==> src/rtl/core/slpd_pkg.sv <==
`default_nettype none
package slpd_pkg;

   typedef struct packed {
      logic       req_type;
      logic [7:0] rx_byte;
   } slpd_req_type;

   typedef struct packed {
      logic [7:0]  data_byte;
      logic [1:0]  kind;
      logic [2:0]  error_code;
      logic [12:0] byte_index;
      logic        last;
   } slpd_rsp_type;

   typedef enum logic [2:0] {
      PH_HUNT,
      PH_COUNT,
      PH_SIZE_OK,
      PH_SIZE_BAD,
      PH_DATA
   } phase_type;

   typedef enum logic {
      CMD_DATA,
      CMD_ERROR
   } cmd_op_type;

   // one queue entry from front to back
   typedef struct packed {
      cmd_op_type  op;
      logic [7:0]  data_byte;
      logic [2:0]  error_code;
      logic [12:0] byte_index;
      logic        last;
   } cmd_type;

   typedef struct packed {
      logic [31:0] sync_word;
      logic [12:0] frame_limit;
      logic [15:0] timeout_ticks;
   } cfg_type;

   typedef struct packed {
      logic full;
      logic not_empty;
   } queue_status_type;

   localparam logic       REQ_BYTE = 1'b0;

   localparam logic [1:0] KIND_ID      = 2'd0;
   localparam logic [1:0] KIND_PAYLOAD = 2'd1;
   localparam logic [1:0] KIND_ERROR   = 2'd2;

   localparam logic [2:0] ERR_NONE        = 3'd0;
   localparam logic [2:0] ERR_COUNT_DIGIT = 3'd1;
   localparam logic [2:0] ERR_NOT_CANON   = 3'd2;
   localparam logic [2:0] ERR_TOO_LARGE   = 3'd3;
   localparam logic [2:0] ERR_TIMEOUT     = 3'd4;

   localparam logic [1:0] CSR_SYNC_WORD       = 2'd0;
   localparam logic [1:0] CSR_MAX_FRAME_BYTES = 2'd1;
   localparam logic [1:0] CSR_TIMEOUT_TICKS   = 2'd2;

   localparam logic [31:0] SYNC_WORD_RESET = 32'd0;
   localparam logic [12:0] MAX_FRAME_RESET = 13'd4500;
   localparam logic [15:0] TIMEOUT_RESET   = 16'd300;

   localparam logic [7:0]  CHAR_ZERO = 8'h30;
   localparam logic [7:0]  CHAR_NINE = 8'h39;
   localparam logic [16:0] SIZE_CAP  = 17'd8191;
   localparam logic [12:0] ID_BYTES  = 13'd4;

   localparam int QUEUE_DEPTH = 2;
   localparam int QUEUE_PTR_W = $clog2(QUEUE_DEPTH);
   localparam int QUEUE_CNT_W = $clog2(QUEUE_DEPTH + 1);

endpackage
`default_nettype wire

==> src/rtl/core/sync_length_prefixed_deframer_unit.sv <==
// Sync-word deframer: takes one byte or tick transaction per cycle and gives at most one
// result transaction per cycle; accepted transactions pass the command queue, then the
// output register; the front parser never holds off a byte, and req_stall rises only when
// the two-entry queue is full, which happens only after rsp_stall has held the output
// register. Each frame is a 4-byte sync word, one ASCII digit giving the size field
// length, a canonical decimal size, then 4 ID bytes and the payload, passed through with
// last on the final byte; errors give a single report and the parser hunts again.
`default_nettype none
module sync_length_prefixed_deframer_unit #(
   parameter int MAX_FRAME_LIMIT = 4500
) (
   input  wire logic                   clock,
   input  wire logic                   reset,
   input  wire logic                   req_valid,
   output      logic                   req_stall,
   input  wire slpd_pkg::slpd_req_type  req_payload,
   output      logic                   rsp_valid,
   input  wire logic                   rsp_stall,
   output      slpd_pkg::slpd_rsp_type  rsp_payload,
   input  wire logic                   csr_write_enable,
   input  wire logic [1:0]             csr_index,
   input  wire logic [31:0]            csr_write_data
);

   // hard ceiling on the frame size register
   localparam logic [12:0] LIMIT_CAP = 13'(MAX_FRAME_LIMIT);

   // configuration registers
   logic [31:0] sync_word_ff;
   logic [12:0] max_frame_ff;
   logic [15:0] timeout_ff;

   slpd_pkg::cfg_type          cfg;
   slpd_pkg::queue_status_type q_status;
   slpd_pkg::cmd_type          push_cmd;
   slpd_pkg::cmd_type          pop_cmd;
   logic                       accept;
   logic                       push;
   logic                       pop;

   always_ff @(posedge clock) begin
      if (reset) begin
         sync_word_ff <= slpd_pkg::SYNC_WORD_RESET;
         max_frame_ff <= slpd_pkg::MAX_FRAME_RESET;
         timeout_ff   <= slpd_pkg::TIMEOUT_RESET;
      end else if (csr_write_enable) begin
         unique case (csr_index)
            slpd_pkg::CSR_SYNC_WORD:       sync_word_ff <= csr_write_data;
            slpd_pkg::CSR_MAX_FRAME_BYTES: max_frame_ff <= csr_write_data[12:0];
            slpd_pkg::CSR_TIMEOUT_TICKS:   timeout_ff   <= csr_write_data[15:0];
            default: begin
               // writes past the register list are dropped
            end
         endcase
      end
   end

   always_comb begin
      cfg.sync_word     = sync_word_ff;
      // applied limit is the smaller of the register and the build ceiling
      cfg.frame_limit   = (max_frame_ff > LIMIT_CAP) ? LIMIT_CAP : max_frame_ff;
      cfg.timeout_ticks = timeout_ff;
   end

   // front side only holds off when the queue has no room
   assign req_stall = q_status.full;
   assign accept    = req_valid && !req_stall;

   // parser: hunts, reads the size field, numbers frame bytes
   slpd_front u_front (
      .clock  (clock),
      .reset  (reset),
      .accept (accept),
      .req    (req_payload),
      .cfg    (cfg),
      .push   (push),
      .cmd    (push_cmd)
   );

   // short queue that lets each side stall on its own
   slpd_queue u_queue (
      .clock    (clock),
      .reset    (reset),
      .push     (push),
      .push_cmd (push_cmd),
      .pop      (pop),
      .pop_cmd  (pop_cmd),
      .status   (q_status)
   );

   // result formatting and the output register
   slpd_back u_back (
      .clock       (clock),
      .reset       (reset),
      .q_status    (q_status),
      .q_cmd       (pop_cmd),
      .pop         (pop),
      .rsp_valid   (rsp_valid),
      .rsp_stall   (rsp_stall),
      .rsp_payload (rsp_payload)
   );

endmodule
`default_nettype wire

==> src/rtl/core/slpd_front.sv <==
`default_nettype none
module slpd_front (
   input  wire logic                  clock,
   input  wire logic                  reset,
   input  wire logic                  accept,
   input  wire slpd_pkg::slpd_req_type req,
   input  wire slpd_pkg::cfg_type      cfg,
   output      logic                  push,
   output      slpd_pkg::cmd_type      cmd
);

   slpd_pkg::phase_type phase_ff, phase_in;
   logic [23:0] window_ff, window_in;
   logic [1:0]  fill_ff, fill_in;
   logic [3:0]  count_ff, count_in;
   logic [3:0]  seen_ff, seen_in;
   logic [12:0] accum_ff, accum_in;
   logic        ovf_ff, ovf_in;
   logic [12:0] frame_len_ff, frame_len_in;
   logic [12:0] bytes_ff, bytes_in;
   logic [15:0] idle_ff, idle_in;

   logic [31:0] word32;
   logic        is_digit;
   logic [3:0]  digit;
   logic [3:0]  seen_inc;
   logic [16:0] times_ten;
   logic [12:0] accum_next;
   logic        ovf_next;
   logic        bad_next;
   logic [15:0] idle_inc;
   logic [13:0] idx_plus;
   logic        last_flag;
   logic        hunt_clear;

   always_ff @(posedge clock) begin
      if (reset) begin
         phase_ff     <= slpd_pkg::PH_HUNT;
         window_ff    <= '0;
         fill_ff      <= '0;
         count_ff     <= '0;
         seen_ff      <= '0;
         accum_ff     <= '0;
         ovf_ff       <= 1'b0;
         frame_len_ff <= '0;
         bytes_ff     <= '0;
         idle_ff      <= '0;
      end else begin
         phase_ff     <= phase_in;
         window_ff    <= window_in;
         fill_ff      <= fill_in;
         count_ff     <= count_in;
         seen_ff      <= seen_in;
         accum_ff     <= accum_in;
         ovf_ff       <= ovf_in;
         frame_len_ff <= frame_len_in;
         bytes_ff     <= bytes_in;
         idle_ff      <= idle_in;
      end
   end

   always_comb begin
      phase_in     = phase_ff;
      window_in    = window_ff;
      fill_in      = fill_ff;
      count_in     = count_ff;
      seen_in      = seen_ff;
      accum_in     = accum_ff;
      ovf_in       = ovf_ff;
      frame_len_in = frame_len_ff;
      bytes_in     = bytes_ff;
      idle_in      = idle_ff;
      push         = 1'b0;
      cmd          = '0;
      cmd.op       = slpd_pkg::CMD_DATA;
      hunt_clear   = 1'b0;

      word32    = {window_ff, req.rx_byte};
      is_digit  = (req.rx_byte >= slpd_pkg::CHAR_ZERO) && (req.rx_byte <= slpd_pkg::CHAR_NINE);
      digit     = 4'(req.rx_byte - slpd_pkg::CHAR_ZERO);
      seen_inc  = seen_ff + 4'd1;
      times_ten = ({4'b0, accum_ff} << 3) + ({4'b0, accum_ff} << 1) + {13'b0, digit};
      accum_next = accum_ff;
      ovf_next   = ovf_ff;
      bad_next   = (phase_ff == slpd_pkg::PH_SIZE_BAD);
      idle_inc   = idle_ff + 16'd1;
      idx_plus   = {1'b0, bytes_ff} + 14'd1;
      last_flag  = (idx_plus >= {1'b0, frame_len_ff});

      if (accept) begin
         if (req.req_type != slpd_pkg::REQ_BYTE) begin
            // ticks only matter once a sync word has been seen
            if (phase_ff != slpd_pkg::PH_HUNT) begin
               idle_in = idle_inc;
               if ((idle_inc >= cfg.timeout_ticks) || (idle_inc == 16'd0)) begin
                  push           = 1'b1;
                  cmd.op         = slpd_pkg::CMD_ERROR;
                  cmd.error_code = slpd_pkg::ERR_TIMEOUT;
                  hunt_clear     = 1'b1;
                  phase_in       = slpd_pkg::PH_HUNT;
               end
            end
         end else begin
            idle_in = '0;
            unique case (phase_ff) inside
               slpd_pkg::PH_HUNT: begin
                  if ((fill_ff == 2'd3) && (word32 == cfg.sync_word)) begin
                     hunt_clear = 1'b1;
                     phase_in   = slpd_pkg::PH_COUNT;
                  end else begin
                     window_in = word32[23:0];
                     if (fill_ff != 2'd3) begin
                        fill_in = fill_ff + 2'd1;
                     end
                  end
               end
               slpd_pkg::PH_COUNT: begin
                  if (!is_digit) begin
                     push           = 1'b1;
                     cmd.op         = slpd_pkg::CMD_ERROR;
                     cmd.error_code = slpd_pkg::ERR_COUNT_DIGIT;
                     hunt_clear     = 1'b1;
                     phase_in       = slpd_pkg::PH_HUNT;
                  end else if (digit == 4'd0) begin
                     push           = 1'b1;
                     cmd.op         = slpd_pkg::CMD_ERROR;
                     cmd.error_code = slpd_pkg::ERR_NOT_CANON;
                     hunt_clear     = 1'b1;
                     phase_in       = slpd_pkg::PH_HUNT;
                  end else begin
                     count_in = digit;
                     seen_in  = '0;
                     accum_in = '0;
                     ovf_in   = 1'b0;
                     phase_in = slpd_pkg::PH_SIZE_OK;
                  end
               end
               slpd_pkg::PH_SIZE_OK, slpd_pkg::PH_SIZE_BAD: begin
                  seen_in = seen_inc;
                  if (!is_digit) begin
                     bad_next = 1'b1;
                  end else begin
                     // leading zero in a multi-digit field
                     if ((seen_inc == 4'd1) && (req.rx_byte == slpd_pkg::CHAR_ZERO) &&
                         (count_ff > 4'd1)) begin
                        bad_next = 1'b1;
                     end
                     if (!ovf_ff) begin
                        if (times_ten > slpd_pkg::SIZE_CAP) begin
                           ovf_next = 1'b1;
                        end else begin
                           accum_next = times_ten[12:0];
                        end
                     end
                  end
                  accum_in = accum_next;
                  ovf_in   = ovf_next;
                  phase_in = bad_next ? slpd_pkg::PH_SIZE_BAD : slpd_pkg::PH_SIZE_OK;
                  if (!(seen_inc < count_ff)) begin
                     if (bad_next) begin
                        push           = 1'b1;
                        cmd.op         = slpd_pkg::CMD_ERROR;
                        cmd.error_code = slpd_pkg::ERR_NOT_CANON;
                        hunt_clear     = 1'b1;
                        phase_in       = slpd_pkg::PH_HUNT;
                     end else if (ovf_next ||
                                  (({1'b0, accum_next} + {1'b0, slpd_pkg::ID_BYTES}) >
                                   {1'b0, cfg.frame_limit})) begin
                        push           = 1'b1;
                        cmd.op         = slpd_pkg::CMD_ERROR;
                        cmd.error_code = slpd_pkg::ERR_TOO_LARGE;
                        hunt_clear     = 1'b1;
                        phase_in       = slpd_pkg::PH_HUNT;
                     end else begin
                        frame_len_in = accum_next + slpd_pkg::ID_BYTES;
                        bytes_in     = '0;
                        phase_in     = slpd_pkg::PH_DATA;
                     end
                  end
               end
               slpd_pkg::PH_DATA: begin
                  push           = 1'b1;
                  cmd.op         = slpd_pkg::CMD_DATA;
                  cmd.data_byte  = req.rx_byte;
                  cmd.byte_index = bytes_ff;
                  cmd.last       = last_flag;
                  bytes_in       = idx_plus[12:0];
                  if (last_flag) begin
                     hunt_clear = 1'b1;
                     phase_in   = slpd_pkg::PH_HUNT;
                  end
               end
               default: begin
                  hunt_clear = 1'b1;
                  phase_in   = slpd_pkg::PH_HUNT;
               end
            endcase
         end
      end

      // back to an empty window and cleared counters
      if (hunt_clear) begin
         window_in    = '0;
         fill_in      = '0;
         count_in     = '0;
         seen_in      = '0;
         accum_in     = '0;
         ovf_in       = 1'b0;
         frame_len_in = '0;
         bytes_in     = '0;
         idle_in      = '0;
      end
   end

endmodule
`default_nettype wire

==> src/rtl/core/slpd_queue.sv <==
`default_nettype none
module slpd_queue (
   input  wire logic                       clock,
   input  wire logic                       reset,
   input  wire logic                       push,
   input  wire slpd_pkg::cmd_type           push_cmd,
   input  wire logic                       pop,
   output      slpd_pkg::cmd_type           pop_cmd,
   output      slpd_pkg::queue_status_type status
);

   slpd_pkg::cmd_type entries_ff [slpd_pkg::QUEUE_DEPTH];
   logic [slpd_pkg::QUEUE_PTR_W-1:0] wr_ptr_ff, wr_ptr_in;
   logic [slpd_pkg::QUEUE_PTR_W-1:0] rd_ptr_ff, rd_ptr_in;
   logic [slpd_pkg::QUEUE_CNT_W-1:0] count_ff, count_in;
   logic do_push;
   logic do_pop;

   always_comb begin
      status.full      = (count_ff == slpd_pkg::QUEUE_CNT_W'(slpd_pkg::QUEUE_DEPTH));
      status.not_empty = (count_ff != '0);
      do_push   = push && !status.full;
      do_pop    = pop && status.not_empty;
      wr_ptr_in = wr_ptr_ff;
      rd_ptr_in = rd_ptr_ff;
      count_in  = count_ff;
      if (do_push) begin
         wr_ptr_in = (wr_ptr_ff == slpd_pkg::QUEUE_PTR_W'(slpd_pkg::QUEUE_DEPTH - 1)) ?
                     '0 : wr_ptr_ff + slpd_pkg::QUEUE_PTR_W'(1);
      end
      if (do_pop) begin
         rd_ptr_in = (rd_ptr_ff == slpd_pkg::QUEUE_PTR_W'(slpd_pkg::QUEUE_DEPTH - 1)) ?
                     '0 : rd_ptr_ff + slpd_pkg::QUEUE_PTR_W'(1);
      end
      if (do_push && !do_pop) begin
         count_in = count_ff + slpd_pkg::QUEUE_CNT_W'(1);
      end else if (do_pop && !do_push) begin
         count_in = count_ff - slpd_pkg::QUEUE_CNT_W'(1);
      end
      pop_cmd = entries_ff[rd_ptr_ff];
   end

   always_ff @(posedge clock) begin
      if (reset) begin
         wr_ptr_ff <= '0;
         rd_ptr_ff <= '0;
         count_ff  <= '0;
      end else begin
         wr_ptr_ff <= wr_ptr_in;
         rd_ptr_ff <= rd_ptr_in;
         count_ff  <= count_in;
      end
   end

   always_ff @(posedge clock) begin
      if (do_push) begin
         entries_ff[wr_ptr_ff] <= push_cmd;
      end
   end

endmodule
`default_nettype wire

==> src/rtl/core/slpd_back.sv <==
`default_nettype none
module slpd_back (
   input  wire logic                       clock,
   input  wire logic                       reset,
   input  wire slpd_pkg::queue_status_type q_status,
   input  wire slpd_pkg::cmd_type           q_cmd,
   output      logic                       pop,
   output      logic                       rsp_valid,
   input  wire logic                       rsp_stall,
   output      slpd_pkg::slpd_rsp_type      rsp_payload
);

   logic                   valid_ff, valid_in;
   slpd_pkg::slpd_rsp_type payload_ff, payload_in;

   always_comb begin
      pop      = q_status.not_empty && (!valid_ff || !rsp_stall);
      valid_in = pop ? 1'b1 : (valid_ff && rsp_stall);

      // turn a queue command into a result transaction
      payload_in = '0;
      if (q_cmd.op == slpd_pkg::CMD_ERROR) begin
         payload_in.kind       = slpd_pkg::KIND_ERROR;
         payload_in.error_code = q_cmd.error_code;
         payload_in.last       = 1'b1;
      end else begin
         payload_in.data_byte  = q_cmd.data_byte;
         payload_in.kind       = (q_cmd.byte_index < slpd_pkg::ID_BYTES) ?
                                 slpd_pkg::KIND_ID : slpd_pkg::KIND_PAYLOAD;
         payload_in.error_code = slpd_pkg::ERR_NONE;
         payload_in.byte_index = q_cmd.byte_index;
         payload_in.last       = q_cmd.last;
      end
   end

   always_ff @(posedge clock) begin
      if (reset) begin
         valid_ff <= 1'b0;
      end else begin
         valid_ff <= valid_in;
      end
   end

   always_ff @(posedge clock) begin
      if (pop) begin
         payload_ff <= payload_in;
      end
   end

   assign rsp_valid   = valid_ff;
   assign rsp_payload = payload_ff;

endmodule
`default_nettype wire

==> config.mk <==
export PLATFORM = sky130hd
export DESIGN_NAME = sync_length_prefixed_deframer_unit
export DESIGN_NICKNAME = d
export VERILOG_FILES = /design/src/rtl/core/slpd_pkg.sv /design/src/rtl/core/sync_length_prefixed_deframer_unit.sv /design/src/rtl/core/slpd_front.sv /design/src/rtl/core/slpd_queue.sv /design/src/rtl/core/slpd_back.sv
export SDC_FILE = /design/constraint.sdc
export NUM_CORES = 1
export LEC_CHECK = 0
export ABC_AREA = 1
export BUFFER_PORTS_ARGS = -buffer_cell sky130_fd_sc_hd__buf_2
export CAP_MARGIN = 5
export CORE_ASPECT_RATIO = 1.25
export CORE_MARGIN = 2
export CORE_UTILIZATION = 65
export DETAILED_ROUTE_END_ITERATION = 10
export PLACE_DENSITY = 0.84
export SLEW_MARGIN = 25
export SYNTH_ARGS = -nofsm -noshare
export SYNTH_HDL_FRONTEND = slang
export SYNTH_SLANG_ARGS = --single-unit
==> constraint.sdc <==
create_clock -name clock -period 21.6 [get_ports clock]
set_clock_uncertainty 0.1 [all_clocks]
set_input_delay 4.32 -clock clock [delete_from_list [all_inputs] [get_ports clock]]
set_output_delay 4.32 -clock clock [all_outputs]
set_load 0.005 [all_outputs]
======== After elaboration in Yosys (flattened, before gate mapping) ========
Memories as Yosys holds them, arrays and structs flattened. A register that Yosys moved wholly into a read port is not among the register bits.
Cells that the tools add are included.
storage, ports and cells
  flip-flop bits (word level) ............. 186
  bits in writable memories ............... 52
  word-level logic and storage cells ...... 200
  memories kept ........................... 1
cells by class
  $add $sub $neg .......................... 13
  magnitude comparators ................... 10
  equal/unequal tests ..................... 21
  muxes and demuxes ....................... 86
  bitwise gates (word level) .............. 6
  reduce and logical (&&, ||, !) cells .... 41
memories
  memory              depth  bits a word  read ports  clocked after Yosys merged registers in  write ports  RTL line          source
  u_queue.entries_ff  2      26           1           1                                        1            slpd_queue.sv:12  slpd_pkg::cmd_type entries_ff [slpd_pkg::QUEUE_DEPTH];
operator list
  kind                                                             number
  2-to-1 mux 13 bit                                                12
  one-hot mux 13 bit (2 select lines)                              2
  2-to-1 mux 3 bit                                                 14
  2-to-1 mux 1 bit                                                 36
  == test 32 bit                                                   1
  2-to-1 mux 16 bit                                                2
  2-to-1 mux 14 bit                                                2
  2-to-1 mux 26 bit                                                1
  AND reduction 5 bit                                              4
  adder 16 x 14 -> 17 bit                                          1
  adder 17 x 4 -> 17 bit                                           1
  greater-than comparator 17 x 13 -> 1 bit, second input constant  1
  adder 16 x 1 -> 16 bit, second input constant                    1
  greater-or-equal comparator 16 bit                               1
  zero test 16 bit                                                 1
  2-to-1 mux 8 bit                                                 2
  adder 13 x 1 -> 14 bit, second input constant                    1
  adder 13 x 3 -> 14 bit, second input constant                    1
  greater-or-equal comparator 14 x 13 -> 1 bit                     1
  greater-than comparator 14 x 13 -> 1 bit                         1
  adder 13 x 3 -> 13 bit, second input constant                    1
  greater-than comparator 13 bit, second input constant            1
  less-than comparator 13 x 3 -> 1 bit, second input constant      1
  2-to-1 mux 2 bit                                                 6
  other kinds (40)                                                 82

======== Depth between registers and ports, before layout ========
  word-level depth ........................ 23
  gate-level depth with buffers ........... 42
  gate-level depth less buffers ........... 42

======== Modules after synthesis ========
Synthesis repeated with hierarchy kept, for this count alone.
unflattened totals
  cell total of the unflattened synthesis .. 1725
  area total of the unflattened synthesis .. 13850.8 sq um
by module, submodules not included
  module                              instances  cells an instance  area each (sq um)  sequential area each (sq um)
  slpd_front                          1          1197               8049.0             1861.8
  sync_length_prefixed_deframer_unit  1          316                2467.4             1221.2
  slpd_queue                          1          118                2224.6             1661.6
  slpd_back                           1          94                 1109.8             830.8

======== Worst setup path before layout ========
No wires, ideal clock.
  kind .................................... in2reg
  start point ............................. input req_payload[3] in the netlist's numbering
  end point ............................... memory u_queue.entries_ff[1][0] in the netlist's numbering, enable pin
  setup time .............................. 419 ps
  arrival time ............................ 9550 ps
  data required time ...................... 21081 ps
  slack ................................... 11530 ps
  stages .................................. 34
  cells stage by stage .................... inv_2 fa_1 fa_1 inv_1 nand3_1 nand3_1 nand3_1 nand3_1 nand2_1 nand2_1 nor2_4 nand2_4 nand2_1 nand2_1 ha_1 inv_1 nor3_1 nand2_1 nand2_1 inv_1 ha_1 inv_1 nor3_1 nand2_1 a21oi_1 o21a_1 o32ai_1 nand2_1 inv_1 nand3_2 nand2_1 nand3_1 nand2_1 a21oi_1
between the ends
  cells in the longest elaborated chain, start to end .. 21
  elaborated cells on any way between the ends .. 41
  classes of those cells .................. 3 x add/sub; 4 x order compare; 1 x eq/ne; 27 x mux; 6 x reduce/logical
RTL lines
  what                                      RTL line                                  source
  from (decl)                               sync_length_prefixed_deframer_unit.sv:16  input wire slpd_pkg::slpd_req_type req_payload,
  subtractor 4 x 1 -> 4 bit                 slpd_front.sv:80                          digit = 4'(req.rx_byte - slpd_pkg::CHAR_ZERO);
  adder 17 x 4 -> 17 bit                    slpd_front.sv:82                          times_ten = ({4'b0, accum_ff} << 3) + ({4'b0, accum_ff} << 1) + {13'b0, digit};
  greater-than comparator 17 x 13 -> 1 bit  slpd_front.sv:149                         if (times_ten > slpd_pkg::SIZE_CAP) begin
  2-to-1 mux 13 bit                         slpd_front.sv:149
  2-to-1 mux 13 bit                         slpd_front.sv:148                         if (!ovf_ff) begin
  2-to-1 mux 13 bit                         slpd_front.sv:140                         if (!is_digit) begin
  2-to-1 mux 13 bit                         slpd_front.sv:105                         unique case (phase_ff) inside
  2-to-1 mux 13 bit                         slpd_front.sv:91                          if (req.req_type != slpd_pkg::REQ_BYTE) begin
  [... 5 more ...]                          -
  2-to-1 mux 1 bit                          slpd_front.sv:160                         if (bad_next) begin
  2-to-1 mux 1 bit                          slpd_front.sv:159                         if (!(seen_inc < count_ff)) begin
  one-hot mux 1 bit (3 select lines) *      slpd_front.sv:105
  2-to-1 mux 1 bit *                        slpd_front.sv:91
  2-to-1 mux 1 bit *                        slpd_front.sv:90                          if (accept) begin
  logical AND 1 bit *                       slpd_queue.sv:22                          do_push = push && !status.full;
  2-to-1 mux 1 bit *                        slpd_queue.sv:56                          if (do_push) begin
  2-to-1 mux 1 bit (implied by the code) *  slpd_queue.sv:57                          entries_ff[wr_ptr_ff] <= push_cmd;
  to (decl)                                 slpd_queue.sv:12
Mark *: on every way between the ends. The rest lies on a longest branch, timed or not. The select of a mux whose other input is x is not followed.

======== Worst setup path after layout ========
  start point ............................. input req_payload[3] in the netlist's numbering
  end point ............................... register u_queue.count_ff[1] in the netlist's numbering
between the ends
  cells in the longest elaborated chain, start to end .. 22
  elaborated cells on any way between the ends .. 44
  classes of those cells .................. 3 x add/sub; 4 x order compare; 1 x eq/ne; 26 x mux; 10 x reduce/logical
RTL lines
  what                                      RTL line           source
  subtractor 4 x 1 -> 4 bit                 slpd_front.sv:80
  adder 17 x 4 -> 17 bit                    slpd_front.sv:82
  greater-than comparator 17 x 13 -> 1 bit  slpd_front.sv:149
  2-to-1 mux 13 bit                         slpd_front.sv:149
  2-to-1 mux 13 bit                         slpd_front.sv:148
  2-to-1 mux 13 bit                         slpd_front.sv:140
  2-to-1 mux 13 bit                         slpd_front.sv:105
  2-to-1 mux 13 bit                         slpd_front.sv:91
  [... 7 more ...]                          -
  one-hot mux 1 bit (3 select lines) *      slpd_front.sv:105
  2-to-1 mux 1 bit *                        slpd_front.sv:91
  2-to-1 mux 1 bit *                        slpd_front.sv:90
  logical AND 1 bit *                       slpd_queue.sv:22
  named net u_queue.do_push                 slpd_queue.sv:16   logic do_push;
  zero test 1 bit                           slpd_queue.sv:37   end else if (do_pop && !do_push) begin
  logical AND 1 bit                         slpd_queue.sv:37
  nonzero test 2 bit (no source line)       -
  to (signal assigned)                      slpd_queue.sv:51   count_ff <= count_in;
  to (decl)                                 slpd_queue.sv:15   logic [slpd_pkg::QUEUE_CNT_W-1:0] count_ff, count_in;
Mark *: on every way through the listed nets, which the timed path passes. The rest lies on a longest branch. The select of a mux whose other input is x is not followed.
A chain may end at the register's enable or synchronous reset.

==> results.toml <==
[critical_path]
path_class = "input port to register"
slowest_delay_ns = 0.47
arrival_ns = 10.19
worst_ep_required_time_ns = 21.91
cp_top_family = "simple AND/OR/NAND/NOR gates"
crit_path_top_delay_cell = "fa_1"
path_buf_inv = 6
r2r_setup_slack_ns = 15.25
cp-start-kind = "input port"
cp_max_fo = 19
end_kind = "register"

[global_route]
grt_usage = 0.275
grt_pass1_vias = 9906
grt_overflow = 0
grt_max_degree = 91
grt_pass1_wl_um = 46300
antenna_found_initial = 0

[power_and_ir_drop]
power_mw = 1.18
p_comb_frac = 0.166
internal_power_uw = 858
p_leak_nw = 6.02
swShare = 0.272
ir_drop_mv = 0.0733
power_switching_uw = 320
seqPwrFrac = 0.460
clkPwrFrac = 0.375
pwr_density_cell_mw_per_mm2 = 85.1

[clock_network]
clock_latency_ns = 0.53
cts_htree_levels = 1
clkTransAtPathRegs_ns = 0.07
cts_buffers = 23
postCtsResizedCells = 0
tritoncts = "built"
clkSinkCount = 239
ctsHoldBuffers = 0
postCtsSetupBuffers = 0
cts_root_buf = "clkbuf_16"
clockBufferDepth = 3

[placed_design]
finalWeightedCongestion = 0.896
port_buffers = 76
pre_cts_slack_ns = 11.23
placed_area_mm2 = 0.0130
placed_cells = 1834
dp_hpwl_um = 20400

[synthesis]
synth_seq_area_share = 0.446
synth_most_common_cell = "nand2_1"
yosys-top-cells-area = "dfxtp_1 26%, edfxtp_1 19%, nand2_1 10%"
synth.avg_cell_area_um2 = 7.97
async_reset_ff_frac = 0
syn_inst = 1568
synth_cell_type_count = 56
synth-edff-count = 79
ys_seq_elements = 239
yosys_most_used_dff = "dfxtp_1"
netlist_area_mm2 = 0.0125
yosysTopAreaCell = "dfxtp_1"
synth_top_cell_area_share = 0.256
synth_commonest_cells = "334 x nand2_1, 185 x inv_1, 184 x nor2_1"
yosys_warnings = 0
syn_nets = 1695

[sta]
setup_viol = 0
rsz0062_at_grt = "false"
finalWorstSetupSlack_ns = 11.72
worst_slew_margin_rel = 0.327
tightest_slew_ns = 1.01
finalCritPeriodShare = 0.457
clock.fmax_ghz = 0.101
finalHoldViolations = 0
tns_ns = 0
drv_slew = 0
period_needed_ns = 9.88

[layout]
syn_to_final_growth_pct = 10.7
stdcell_area_mm2 = 0.0138
fillers = 1425
instances_no_fill = 1876
diodes = 0
fin_nets = 1754
regArea_mm2 = 0.00558
drive_gt1_frac = 0.106
multi_input_area_mm2 = 0.00593

[run]
cap_violations = 0

[floorplanning]
std_cell_rows = 56
start_util = 0.663
die-width_um = 128
core_mm2 = 0.0188
die_area_mm2 = 0.0204
io_pins = 77
fp.dieH_um = 159

[routing]
wl_per_cell_um = 15.1
ant_nets = 0
first_pass_iters = 5
vias = 10600
drtIter0Drc = 828
drcViolationCount = 0
vias_per_cell = 5.65
totalWireLength_um = 28300

[outcome]
status = "finished, final reports clean"

[min_path]
hp-class = "register to register"
==> power by group through the flow <==
stage,Clock (mW),Sequential [mW],Combinational [mW]
floorplan,0,0.552,0.128
detailed placement,0,0.551,0.193
global placement,0,0.549,0.188
finish,0.441,0.542,0.195
CTS,0.445,0.542,0.195
global route,0.462,0.547,0.221
==> stage by stage <==
step                utilization  hold slack [ns]
floorplan                     -            0.326
detailed placement        0.689            0.341
CTS                       0.734            0.352
finish                    0.734            0.357
global placement          0.689            0.332
global route              0.734            0.378
==> area by class of cell <==
| cell class | count | area share |
|---|---|---|
| inverters | 198 | 0.0537 |
| multi-input cells | 1080 | 0.428 |
| flip-flops and latches | 239 | 0.403 |
| well taps | 232 | 0.0210 |
| repair buffers | 85 | 0.0324 |
| clock buffers | 33 | 0.0517 |
| clock inverters | 9 | 0.0101 |
==> final timing paths <==
kind,start,end,cells past startpoint
max,req_payload[3],u_queue.count_ff[1],37
min,u_queue.rd_ptr_ff,register,1
max reg2reg,u_front.accum_ff[0],u_queue.count_ff[1],36
min reg2reg,u_queue.rd_ptr_ff,register,1
==> metal layers <==
layer | global-route usage | up-vias | routed length (um)
li1 | - | 5285 | -
met1 | 0.337 | 4884 | 11500
met2 | 0.503 | 363 | 14500
met3 | 0.0336 | 60 | 1590
met4 | 0.0814 | 0 | 712
met5 | 0 | - | 0
==> state kept, by name, summed over array words and instances, names as in the netlist, 2 cells and up, named ones only <==
name,cells
u_front.idle_ff,16
u_back.rsp_payload,27
u_front.frame_len_ff,13
u_front.accum_ff,13
max_frame_ff,13
u_queue.count_ff,2
u_queue.entries_ff,52
u_front.fill_ff,2
u_front.bytes_ff,13
sync_word_ff,32
u_front.phase_ff,3
u_front.seen_ff,4
u_front.window_ff,24
u_front.count_ff,4
timeout_ff,16
==> cell families (layout without fill, tap and decap cells) <==
| family | Yosys count | in the layout | synth area share |
|---|---|---|---|
| AO/OA/AOI/OAI | 293 | 293 | 0.131 |
| multiplexers | 12 | 12 | 0.00961 |
| buffers and inverters | 249 | 325 | 0.0814 |
| XOR/XNOR | 50 | 50 | 0.0350 |
| AND/OR/NAND/NOR | 646 | 646 | 0.217 |
| flip-flops | 239 | 239 | 0.446 |
| adder cells (fa/ha/maj) | 79 | 79 | 0.0803 |
==> placed cells by master (no fill, tap or decap), types with 5 or more instances in the layout <==
cell type  instances
ha_1              77
clkbuf_8           6
clkbuf_16         25
xnor2_1            8
nor2_1           182
nor3_1            30
nor4_1             9
inv_2              8
nand4_1           10
buf_2             76
a22oi_1           17
xor2_1            42
mux2i_1           12
a21oi_1          115
a31oi_1            6
buf_4              9
nand3_1           43
or2_2             13
dfxtp_1          160
a211oi_1           5
inv_1            183
nand2_1          334
edfxtp_1          79
nor2_4             5
o211ai_1           8
o21ai_0          109
clkinv_1           7
(Power assumes the default switching activity.)
